===== config.mk =====
export PLATFORM = sky130hd
export DESIGN_NAME = unordered_min_priority_queue_top
export DESIGN_NICKNAME = d
export VERILOG_FILES = /design/src/rtl/umpq_pkg.sv /design/src/rtl/unordered_min_priority_queue_top.sv /design/src/rtl/umpq_datapath.sv /design/src/rtl/umpq_ctrl.sv
export SDC_FILE = /design/constraint.sdc
export NUM_CORES = 2
export LEC_CHECK = 0
export BUFFER_PORTS_ARGS = -buffer_cell sky130_fd_sc_hd__buf_2
export CELL_PAD_IN_SITES_DETAIL_PLACEMENT = 0
export CELL_PAD_IN_SITES_GLOBAL_PLACEMENT = 2
export CORE_ASPECT_RATIO = 0.9
export CORE_MARGIN = 2
export CORE_UTILIZATION = 30
export DETAILED_ROUTE_END_ITERATION = 8
export GPL_TIMING_DRIVEN = 0
export PLACE_DENSITY = 0.63
export SKIP_LAST_GASP = 1
export SYNTH_ARGS = -nofsm -noshare
export SYNTH_HDL_FRONTEND = slang
export SYNTH_SLANG_ARGS = --single-unit

===== constraint.sdc =====
create_clock -name clk -period 5.8 [get_ports clk]
set_input_delay 0.87 -clock clk [delete_from_list [all_inputs] [get_ports clk]]
set_output_delay 0.87 -clock clk [all_outputs]
set_load 0.05 [all_outputs]

===== src/rtl/umpq_pkg.sv =====
// shared constants, op and error codes, controller/datapath interface structs
`timescale 1ns / 1ps
`default_nettype none

package umpq_pkg;

	localparam int CAPACITY_DEF = 64;

	localparam int KEY_W = 32;
	localparam int OP_W  = 3;
	localparam int ERR_W = 2;
	localparam int OCC_W = 7;

	localparam logic [OP_W-1:0] OP_INSERT   = 3'd0;
	localparam logic [OP_W-1:0] OP_REMOVE   = 3'd1;
	localparam logic [OP_W-1:0] OP_PEEK     = 3'd2;
	localparam logic [OP_W-1:0] OP_DELETE   = 3'd3;
	localparam logic [OP_W-1:0] OP_CONTAINS = 3'd4;
	localparam logic [OP_W-1:0] OP_SIZE     = 3'd5;
	localparam logic [OP_W-1:0] OP_CLEAR    = 3'd6;

	localparam logic [ERR_W-1:0] ERR_NONE  = 2'd0;
	localparam logic [ERR_W-1:0] ERR_EMPTY = 2'd1;
	localparam logic [ERR_W-1:0] ERR_FULL  = 2'd2;

	// commands from controller to datapath
	typedef struct packed {
		logic load;
		logic decide;
		logic issue;
		logic commit;
		logic move_rd;
		logic move_wr;
		logic out_load;
	} umpq_cmd_t;

	// status from datapath to controller
	typedef struct packed {
		logic [OP_W-1:0] op;
		logic            empty;
		logic            scan_last;
	} umpq_sts_t;

endpackage

`default_nettype wire


===== src/rtl/unordered_min_priority_queue_top.sv =====
// top level of the unordered min-priority queue
//
// min-priority queue over signed 32-bit keys, kept unsorted in a key store of
// CAPACITY entries with one read and one write port, plus an occupancy count.
// one request beat carries op and key, and each request yields exactly one
// result beat.
// requests are taken one at a time: in_ready is high only while the block
// is idle, but a finished result waits in the output register so the next
// request can be taken before the result is drained. insert, size, clear,
// the unused op code, errored requests and scans of an empty store skip
// the scan and go straight to the result. remove-min, peek-min, delete-all and
// contains scan every stored key through the one store read port, one entry
// per cycle; remove-min then moves the last entry into the vacated slot.
// delete-all compacts the store during the same pass. the store needs no
// clearing after reset, only entries below the count are ever read.
`timescale 1ns / 1ps
`default_nettype none

module unordered_min_priority_queue_top
	import umpq_pkg::*;
#(
	parameter int CAPACITY = CAPACITY_DEF
) (
	input  wire logic                    clk,
	input  wire logic                    arst_n,
	// request channel
	input  wire logic                    in_valid,
	output logic                         in_ready,
	input  wire logic [OP_W-1:0]         op,
	input  wire logic signed [KEY_W-1:0] key,
	// result channel
	output logic                         out_valid,
	input  wire logic                    out_ready,
	output logic signed [KEY_W-1:0]      min_key,
	output logic                         hit,
	output logic [ERR_W-1:0]             error_code,
	output logic [OCC_W-1:0]             occupancy
);

	umpq_cmd_t cmd;
	umpq_sts_t sts;

	// sequencer: decides the path of each request and drives the handshakes
	umpq_ctrl u_ctrl (
		.clk       (clk),
		.arst_n    (arst_n),
		.in_valid  (in_valid),
		.in_ready  (in_ready),
		.out_valid (out_valid),
		.out_ready (out_ready),
		.sts       (sts),
		.cmd       (cmd)
	);

	// key store, count, scan compare and result registers
	umpq_datapath #(
		.CAPACITY (CAPACITY)
	) u_datapath (
		.clk        (clk),
		.arst_n     (arst_n),
		.cmd        (cmd),
		.sts        (sts),
		.in_op      (op),
		.in_key     (key),
		.min_key    (min_key),
		.hit        (hit),
		.error_code (error_code),
		.occupancy  (occupancy)
	);

	// only one request in flight: an accepted beat drops in_ready next cycle
	a_one_in_flight: assert property (@(posedge clk) disable iff (!arst_n)
		(in_valid && in_ready) |=> !in_ready)
		else $error("request accepted while another is in flight");

	// a full refusal reports the store at capacity
	a_full_occ: assert property (@(posedge clk) disable iff (!arst_n)
		(out_valid && error_code == ERR_FULL) |-> (occupancy == OCC_W'(CAPACITY)))
		else $error("full error with store not at capacity");

	// an empty error reports a zero key, no hit and an empty store
	a_empty_res: assert property (@(posedge clk) disable iff (!arst_n)
		(out_valid && error_code == ERR_EMPTY) |-> (min_key == '0 && !hit && occupancy == '0))
		else $error("empty error with inconsistent result");

	// a hit never comes with an error
	a_hit_no_err: assert property (@(posedge clk) disable iff (!arst_n)
		(out_valid && hit) |-> (error_code == ERR_NONE))
		else $error("hit reported together with an error");

endmodule

`default_nettype wire


===== src/rtl/umpq_datapath.sv =====
// key store, count, scan pipeline and result registers
`timescale 1ns / 1ps
`default_nettype none

module umpq_datapath
	import umpq_pkg::*;
#(
	parameter int CAPACITY = CAPACITY_DEF
) (
	input  wire logic                    clk,
	input  wire logic                    arst_n,
	input  wire umpq_cmd_t               cmd,
	output umpq_sts_t                    sts,
	input  wire logic [OP_W-1:0]         in_op,
	input  wire logic signed [KEY_W-1:0] in_key,
	output logic signed [KEY_W-1:0]      min_key,
	output logic                         hit,
	output logic [ERR_W-1:0]             error_code,
	output logic [OCC_W-1:0]             occupancy
);

	localparam int AW = $clog2(CAPACITY);
	localparam int CW = $clog2(CAPACITY + 1);

	logic signed [KEY_W-1:0] mem [CAPACITY];

	logic [OP_W-1:0]         op_q;
	logic signed [KEY_W-1:0] key_q;
	logic [CW-1:0]           count_q;
	logic [AW-1:0]           scan_idx_q;
	logic [CW-1:0]           j_q;
	logic signed [KEY_W-1:0] best_key_q;
	logic [AW-1:0]           best_idx_q;
	logic                    found_q;
	logic [ERR_W-1:0]        err_q;
	logic                    rdv_s1;
	logic [AW-1:0]           rd_idx_s1;
	logic signed [KEY_W-1:0] rd_data_q;

	logic [CW-1:0]           count_m1;
	logic                    is_min, is_del, is_has, is_ins;
	logic                    full, empty, match, scan_wr, ins_ok;
	logic                    we, re;
	logic [AW-1:0]           waddr, raddr;
	logic signed [KEY_W-1:0] wdata;

	assign count_m1 = count_q - CW'(1);
	assign full     = (count_q == CW'(CAPACITY));
	assign empty    = (count_q == '0);
	assign is_ins   = (op_q == OP_INSERT);
	assign is_min   = (op_q == OP_REMOVE) || (op_q == OP_PEEK);
	assign is_del   = (op_q == OP_DELETE);
	assign is_has   = (op_q == OP_CONTAINS);
	assign match    = (rd_data_q == key_q);
	assign scan_wr  = rdv_s1 && is_del && !match;
	assign ins_ok   = cmd.decide && is_ins && !full;

	assign sts.op        = op_q;
	assign sts.empty     = empty;
	assign sts.scan_last = (CW'(scan_idx_q) == count_m1);

	// write port: insert, compaction during delete, or move of last entry
	always_comb begin
		we    = 1'b0;
		waddr = scan_idx_q;
		wdata = rd_data_q;
		if (ins_ok) begin
			we    = 1'b1;
			waddr = count_q[AW-1:0];
			wdata = key_q;
		end else if (cmd.move_wr) begin
			we    = 1'b1;
			waddr = best_idx_q;
		end else if (scan_wr) begin
			we    = 1'b1;
			waddr = j_q[AW-1:0];
		end
	end

	assign re    = cmd.issue || cmd.move_rd;
	assign raddr = cmd.move_rd ? count_m1[AW-1:0] : scan_idx_q;

	always_ff @(posedge clk) begin
		if (we) begin
			mem[waddr] <= wdata;
		end
		if (re) begin
			rd_data_q <= mem[raddr];
		end
	end

	always_ff @(posedge clk or negedge arst_n) begin
		if (!arst_n) begin
			count_q <= '0;
			rdv_s1  <= 1'b0;
		end else begin
			rdv_s1 <= cmd.issue;
			if (ins_ok) begin
				count_q <= count_q + CW'(1);
			end else if (cmd.decide && op_q == OP_CLEAR) begin
				count_q <= '0;
			end else if (cmd.commit && is_del) begin
				count_q <= j_q;
			end else if (cmd.move_wr) begin
				count_q <= count_m1;
			end
		end
	end

	always_ff @(posedge clk) begin
		rd_idx_s1 <= scan_idx_q;
		if (cmd.load) begin
			op_q       <= in_op;
			key_q      <= in_key;
			scan_idx_q <= '0;
			j_q        <= '0;
			found_q    <= 1'b0;
			err_q      <= ERR_NONE;
		end
		if (cmd.decide) begin
			if (is_ins && full) begin
				err_q <= ERR_FULL;
			end else if (is_min && empty) begin
				err_q <= ERR_EMPTY;
			end
			if (ins_ok) begin
				found_q <= 1'b1;
			end
		end
		if (cmd.issue) begin
			scan_idx_q <= scan_idx_q + AW'(1);
		end
		if (rdv_s1) begin
			if (is_min && (rd_idx_s1 == '0 || rd_data_q < best_key_q)) begin
				best_key_q <= rd_data_q;
				best_idx_q <= rd_idx_s1;
			end
			if ((is_del || is_has) && match) begin
				found_q <= 1'b1;
			end
			if (scan_wr) begin
				j_q <= j_q + CW'(1);
			end
		end
		if (cmd.out_load) begin
			min_key    <= (is_min && err_q == ERR_NONE) ? best_key_q : '0;
			hit        <= found_q;
			error_code <= err_q;
			occupancy  <= OCC_W'(count_q);
		end
	end

endmodule

`default_nettype wire


===== src/rtl/umpq_ctrl.sv =====
// sequencing state machine and handshake control
`timescale 1ns / 1ps
`default_nettype none

module umpq_ctrl
	import umpq_pkg::*;
(
	input  wire logic      clk,
	input  wire logic      arst_n,
	input  wire logic      in_valid,
	output logic           in_ready,
	output logic           out_valid,
	input  wire logic      out_ready,
	input  wire umpq_sts_t sts,
	output umpq_cmd_t      cmd
);

	typedef enum logic [7:0] {
		ST_IDLE    = 8'b0000_0001,
		ST_DECIDE  = 8'b0000_0010,
		ST_SCAN    = 8'b0000_0100,
		ST_DRAIN   = 8'b0000_1000,
		ST_FIN     = 8'b0001_0000,
		ST_MOVE_RD = 8'b0010_0000,
		ST_MOVE_WR = 8'b0100_0000,
		ST_RESP    = 8'b1000_0000
	} state_t;

	state_t state_q, state_d;
	logic   out_valid_q;

	assign in_ready  = (state_q == ST_IDLE);
	assign out_valid = out_valid_q;

	always_comb begin
		state_d = state_q;
		cmd     = '0;
		case (state_q)
			ST_IDLE: begin
				cmd.load = in_valid;
				if (in_valid) begin
					state_d = ST_DECIDE;
				end
			end
			ST_DECIDE: begin
				cmd.decide = 1'b1;
				case (sts.op)
					OP_REMOVE, OP_PEEK, OP_DELETE, OP_CONTAINS: begin
						state_d = sts.empty ? ST_RESP : ST_SCAN;
					end
					default: begin
						state_d = ST_RESP;
					end
				endcase
			end
			ST_SCAN: begin
				cmd.issue = 1'b1;
				if (sts.scan_last) begin
					state_d = ST_DRAIN;
				end
			end
			ST_DRAIN: begin
				state_d = ST_FIN;
			end
			ST_FIN: begin
				cmd.commit = 1'b1;
				state_d    = (sts.op == OP_REMOVE) ? ST_MOVE_RD : ST_RESP;
			end
			ST_MOVE_RD: begin
				cmd.move_rd = 1'b1;
				state_d     = ST_MOVE_WR;
			end
			ST_MOVE_WR: begin
				cmd.move_wr = 1'b1;
				state_d     = ST_RESP;
			end
			ST_RESP: begin
				if (!out_valid_q || out_ready) begin
					cmd.out_load = 1'b1;
					state_d      = ST_IDLE;
				end
			end
			default: begin
				state_d = ST_IDLE;
			end
		endcase
	end

	always_ff @(posedge clk or negedge arst_n) begin
		if (!arst_n) begin
			state_q     <= ST_IDLE;
			out_valid_q <= 1'b0;
		end else begin
			state_q <= state_d;
			if (cmd.out_load) begin
				out_valid_q <= 1'b1;
			end else if (out_ready) begin
				out_valid_q <= 1'b0;
			end
		end
	end

endmodule

`default_nettype wire


==> results.yml <==
yosys:
  async_reset_ff_frac: 0.00761
  ys_types: 88
  syn-num-nets: 6036
  synth.cells.most_frequent: "edfxtp_1 (2201), nand2_1 (1407), nand3_1 (431), mux2i_1 (253), buf_2 (175)"
  synth_most_common_cell: "edfxtp_1"
  yosys-top-cells-area: "edfxtp_1 (75%), nand2_1 (6.0%), mux2i_1 (2.9%), nand3_1 (2.4%), a32oi_1 (1.6%)"
  syn_area_sq_um: 88200
  synth_seq_cells: 2234
  yosysWarningCount: 0
  synthFlopType: "edfxtp_1"
  ys_seq_area_frac: 0.758
  synth_top_area_frac: 0.749
  synthCells: 5962
  synth_edf_count: 2201
  synth_area_leader_cell: "edfxtp_1"
  avgSynthCellArea_sq_um: 14.8
floorplan:
  core_area_sq_um: 292000
  die_w_um: 576
  die_h_um: 518
  std_cell_rows: 188
  initial_utilization: 0.302
  die_area_sq_um: 298000
  io-pin-count: 83
hold_path:
  hold_end: "u_datapath.key_q[29]"
  hp-start: "key[29]"
  hold_path.class: "in -> reg"
  hold_depth: 1
placement:
  gp_congestion: 0.855
  dpl.hpwl_mm: 244
  io_buffers: 82
  dp_slack_ns: -0.653
setup_path:
  cp_max_fo: 10
  slowest_stage: "buf_1"
  startpoint_type: "flip-flop"
  criticalPathCategory: "reg -> reg"
  arrival_ns: 6.45
  r2r_setup_slack_ns: 0.04
  worstSetupEndpointType: "flip-flop"
  critical_path.top_delay_family: "simple AND/OR/NAND/NOR gates"
  worstPathRequired_ns: 6.49
  worstPathCellList: "clkbuf_1 -> inv_1 -> ha_1 -> nor3b_1 -> xnor2_1 -> a211oi_2 -> nor2_2 -> nor2_2 -> buf_1 -> nand4_1 -> and4_2 -> nand4_1"
  max_stage_delay_ns: 0.87
  r2r-start: "u_datapath.count_q[1]"
  cp_num_buf_inv: 3
  regToRegEndpoint: "u_datapath.rd_data_q[10]"
  r2r_cells: 12
power_and_ir_drop:
  power.leakage_uw: 0.0345
  power.density_nw_per_um2: 425
  max-vdd-ir-drop_uv: 246
cts:
  insertion_delay_ns: 0.93
  cts_tree: "built"
  clockBufferDepth: 4
  htreeDepth: 4
  clock_sinks: 2234
  cts_buffers: 234
  root_buffer: "clkbuf_16"
  cts.clk_slew.worst_paths_ns: 0.06
flow_run:
  cap_violations: 0
final_layout:
  multi_input_area_sq_um: 20200
  seqCellArea_sq_um: 66800
  fillerInstances: 27746
  syn2layout_area_growth_pct: 18.2
  fin_nets: 6496
  drive_above_1_share: 0.150
timing:
  maxSlewViolCount: 0
  max_freq_mhz: 174
  setup_slack_ns: 0.0386
  skew_ns: 0.0686
  hold_slack_ns: 0.157
  fin_crit_ns: 5.76
  rsz0062_at_grt: "true"
  slew_headroom: 0.0171
  finalHoldViolations: 0
  fin_crit_sh: 0.993
  tightest_slew_ns: 1.47
  setup_viol_count_final: 0
global_routing:
  grt_pass1_vias: 52931
  grt_first_pass_wirelength_mm: 468
  track_usage: 0.229
  overflow: 0
  grt_max_degree: 65
  antenna_found_initial: 45
outcome:
  status: "finished clean"
detailed_routing:
  drtIter0Drc: 8193
  drt_first_pass_iters: 8
  antenna_left: 0
  viasPerCell: 5.42
  routed_wl_mm: 350
  post_drt_wl_per_cell_um: 33.3
  drc_errors: 0
  vias: 56963
worst reg2reg max path: cells and delay by family (launching register included):
family | cells | cell delay, ns
flops | 1 | 0.40
simple gates | 6 | 2.75
compound gates | 1 | 0.54
buf+inv | 3 | 1.34
xor+xnor | 1 | 0.30
fa+ha+maj | 1 | 0.22
state kept, by name, indices dropped and copies added, names as in the netlist:
name and flops:
u_datapath.mem 2048, u_datapath.best_key_q 32, u_datapath.key_q 32, u_datapath.min_key 32
u_datapath.rd_data_q 32, u_ctrl.state_q 8, u_datapath.count_q 7, u_datapath.j_q 7
u_datapath.occupancy 7, u_datapath.best_idx_q 6, u_datapath.rd_idx_s1 6, u_datapath.scan_idx_q 6
u_datapath.op_q 3, u_datapath.err_q 2, u_datapath.error_code 2, u_ctrl.out_valid 1
u_datapath.found_q 1, u_datapath.hit 1, u_datapath.rdv_s1 1
power by group:
part           switching, uW  leakage, uW  internal, uW
Combinational           8500       0.0107          2580
Clock                   6460      0.00356          8280
Sequential               201       0.0202         18300
Total                  15200       0.0345         29100
cells by family after synthesis:
group / count (synthesis) / share of synthesized area
compound gates: 661 / 0.0539
xor+xnor: 47 / 0.00467
buf+inv: 396 / 0.0229
simple gates: 2277 / 0.113
mux: 312 / 0.0429
fa+ha+maj: 35 / 0.00496
flops: 2234 / 0.758
routing by layer:
metal	part of all wire	track usage	vias up
met3	0.096	0.0465	484
met1	0.43	0.331	29858
li1	-	-	23639
met5	0.00025	0	-
met2	0.44	0.348	2970
met4	0.028	0.0601	12
what timing repair did:
action / CTS / global route
setup buffers: 0 / 3
endpoints found under the hold margin: 16 / 0
gates resized for setup: 15 / 12
pin swaps: 0 / 2
setup endpoints to repair: 15 / 17
hold buffers: 1 / 0
gates cloned: 0 / 0
layout by cell type (no fill, tap or decap), types with 19 or more instances in the layout:
master,instances
buf_2,253
o2111ai_1,20
xnor2_1,43
inv_1,40
mux4_2,52
clkinv_1,65
and3_1,47
a21oi_1,67
a31oi_1,150
o211ai_1,24
a21o_1,20
nand4_1,98
buf_1,20
nand2_2,24
edfxtp_1,2201
a211oi_1,29
nor2_1,96
mux2i_1,253
nor2_4,62
buf_16,19
buf_4,51
clkbuf_1,143
clkinv_2,43
and2_1,36
bufinv_16,19
nand3_1,430
clkbuf_16,235
a32oi_1,158
buf_12,92
buf_6,33
o21ai_0,65
nand2_1,1374
ha_1,35
worst max path at each step:
stage          depth (start not counted)                     start                        to
6_report                              12     u_datapath.count_q[1]  u_datapath.rd_data_q[10]
4_1_cts                               14     u_datapath.count_q[0]  u_datapath.rd_data_q[24]
2_1_floorplan                         12     u_datapath.count_q[0]     u_datapath.mem[39][0]
3_3_place_gp                           8  u_datapath.rd_data_q[24]    u_datapath.mem[63][29]
5_1_grt                               14     u_datapath.count_q[0]  u_datapath.rd_data_q[24]
3_5_place_dp                          14     u_datapath.count_q[0]  u_datapath.rd_data_q[24]
area by class of cell:
type / count / share of cell area
clock buffer: 288 / 0.0586
buffer: 352 / 0.0180
antenna: 6 / 0.000144
multi-input combinational: 3332 / 0.193
inverter: 43 / 0.00155
clock inverter: 140 / 0.0112
tap: 3895 / 0.0467
sequential: 2234 / 0.641
timing repair buffer: 225 / 0.0298
metrics by stage:
step                       util   TNS, ns  total power [uW]  cells  area (sq um)
after floorplan               -         0             23900   5962         88200
after global placement    0.320  -6169.66             29400   9939         93500
after detailed placement  0.332     -4.35             29600  10077         96900
after CTS                 0.357   -0.0879             44200  10506        104000
after global routing      0.357   -0.0658             45400  10511        104000
final                     0.357         0             44300  10515        104000
Power figures use the tool's default switching activity.
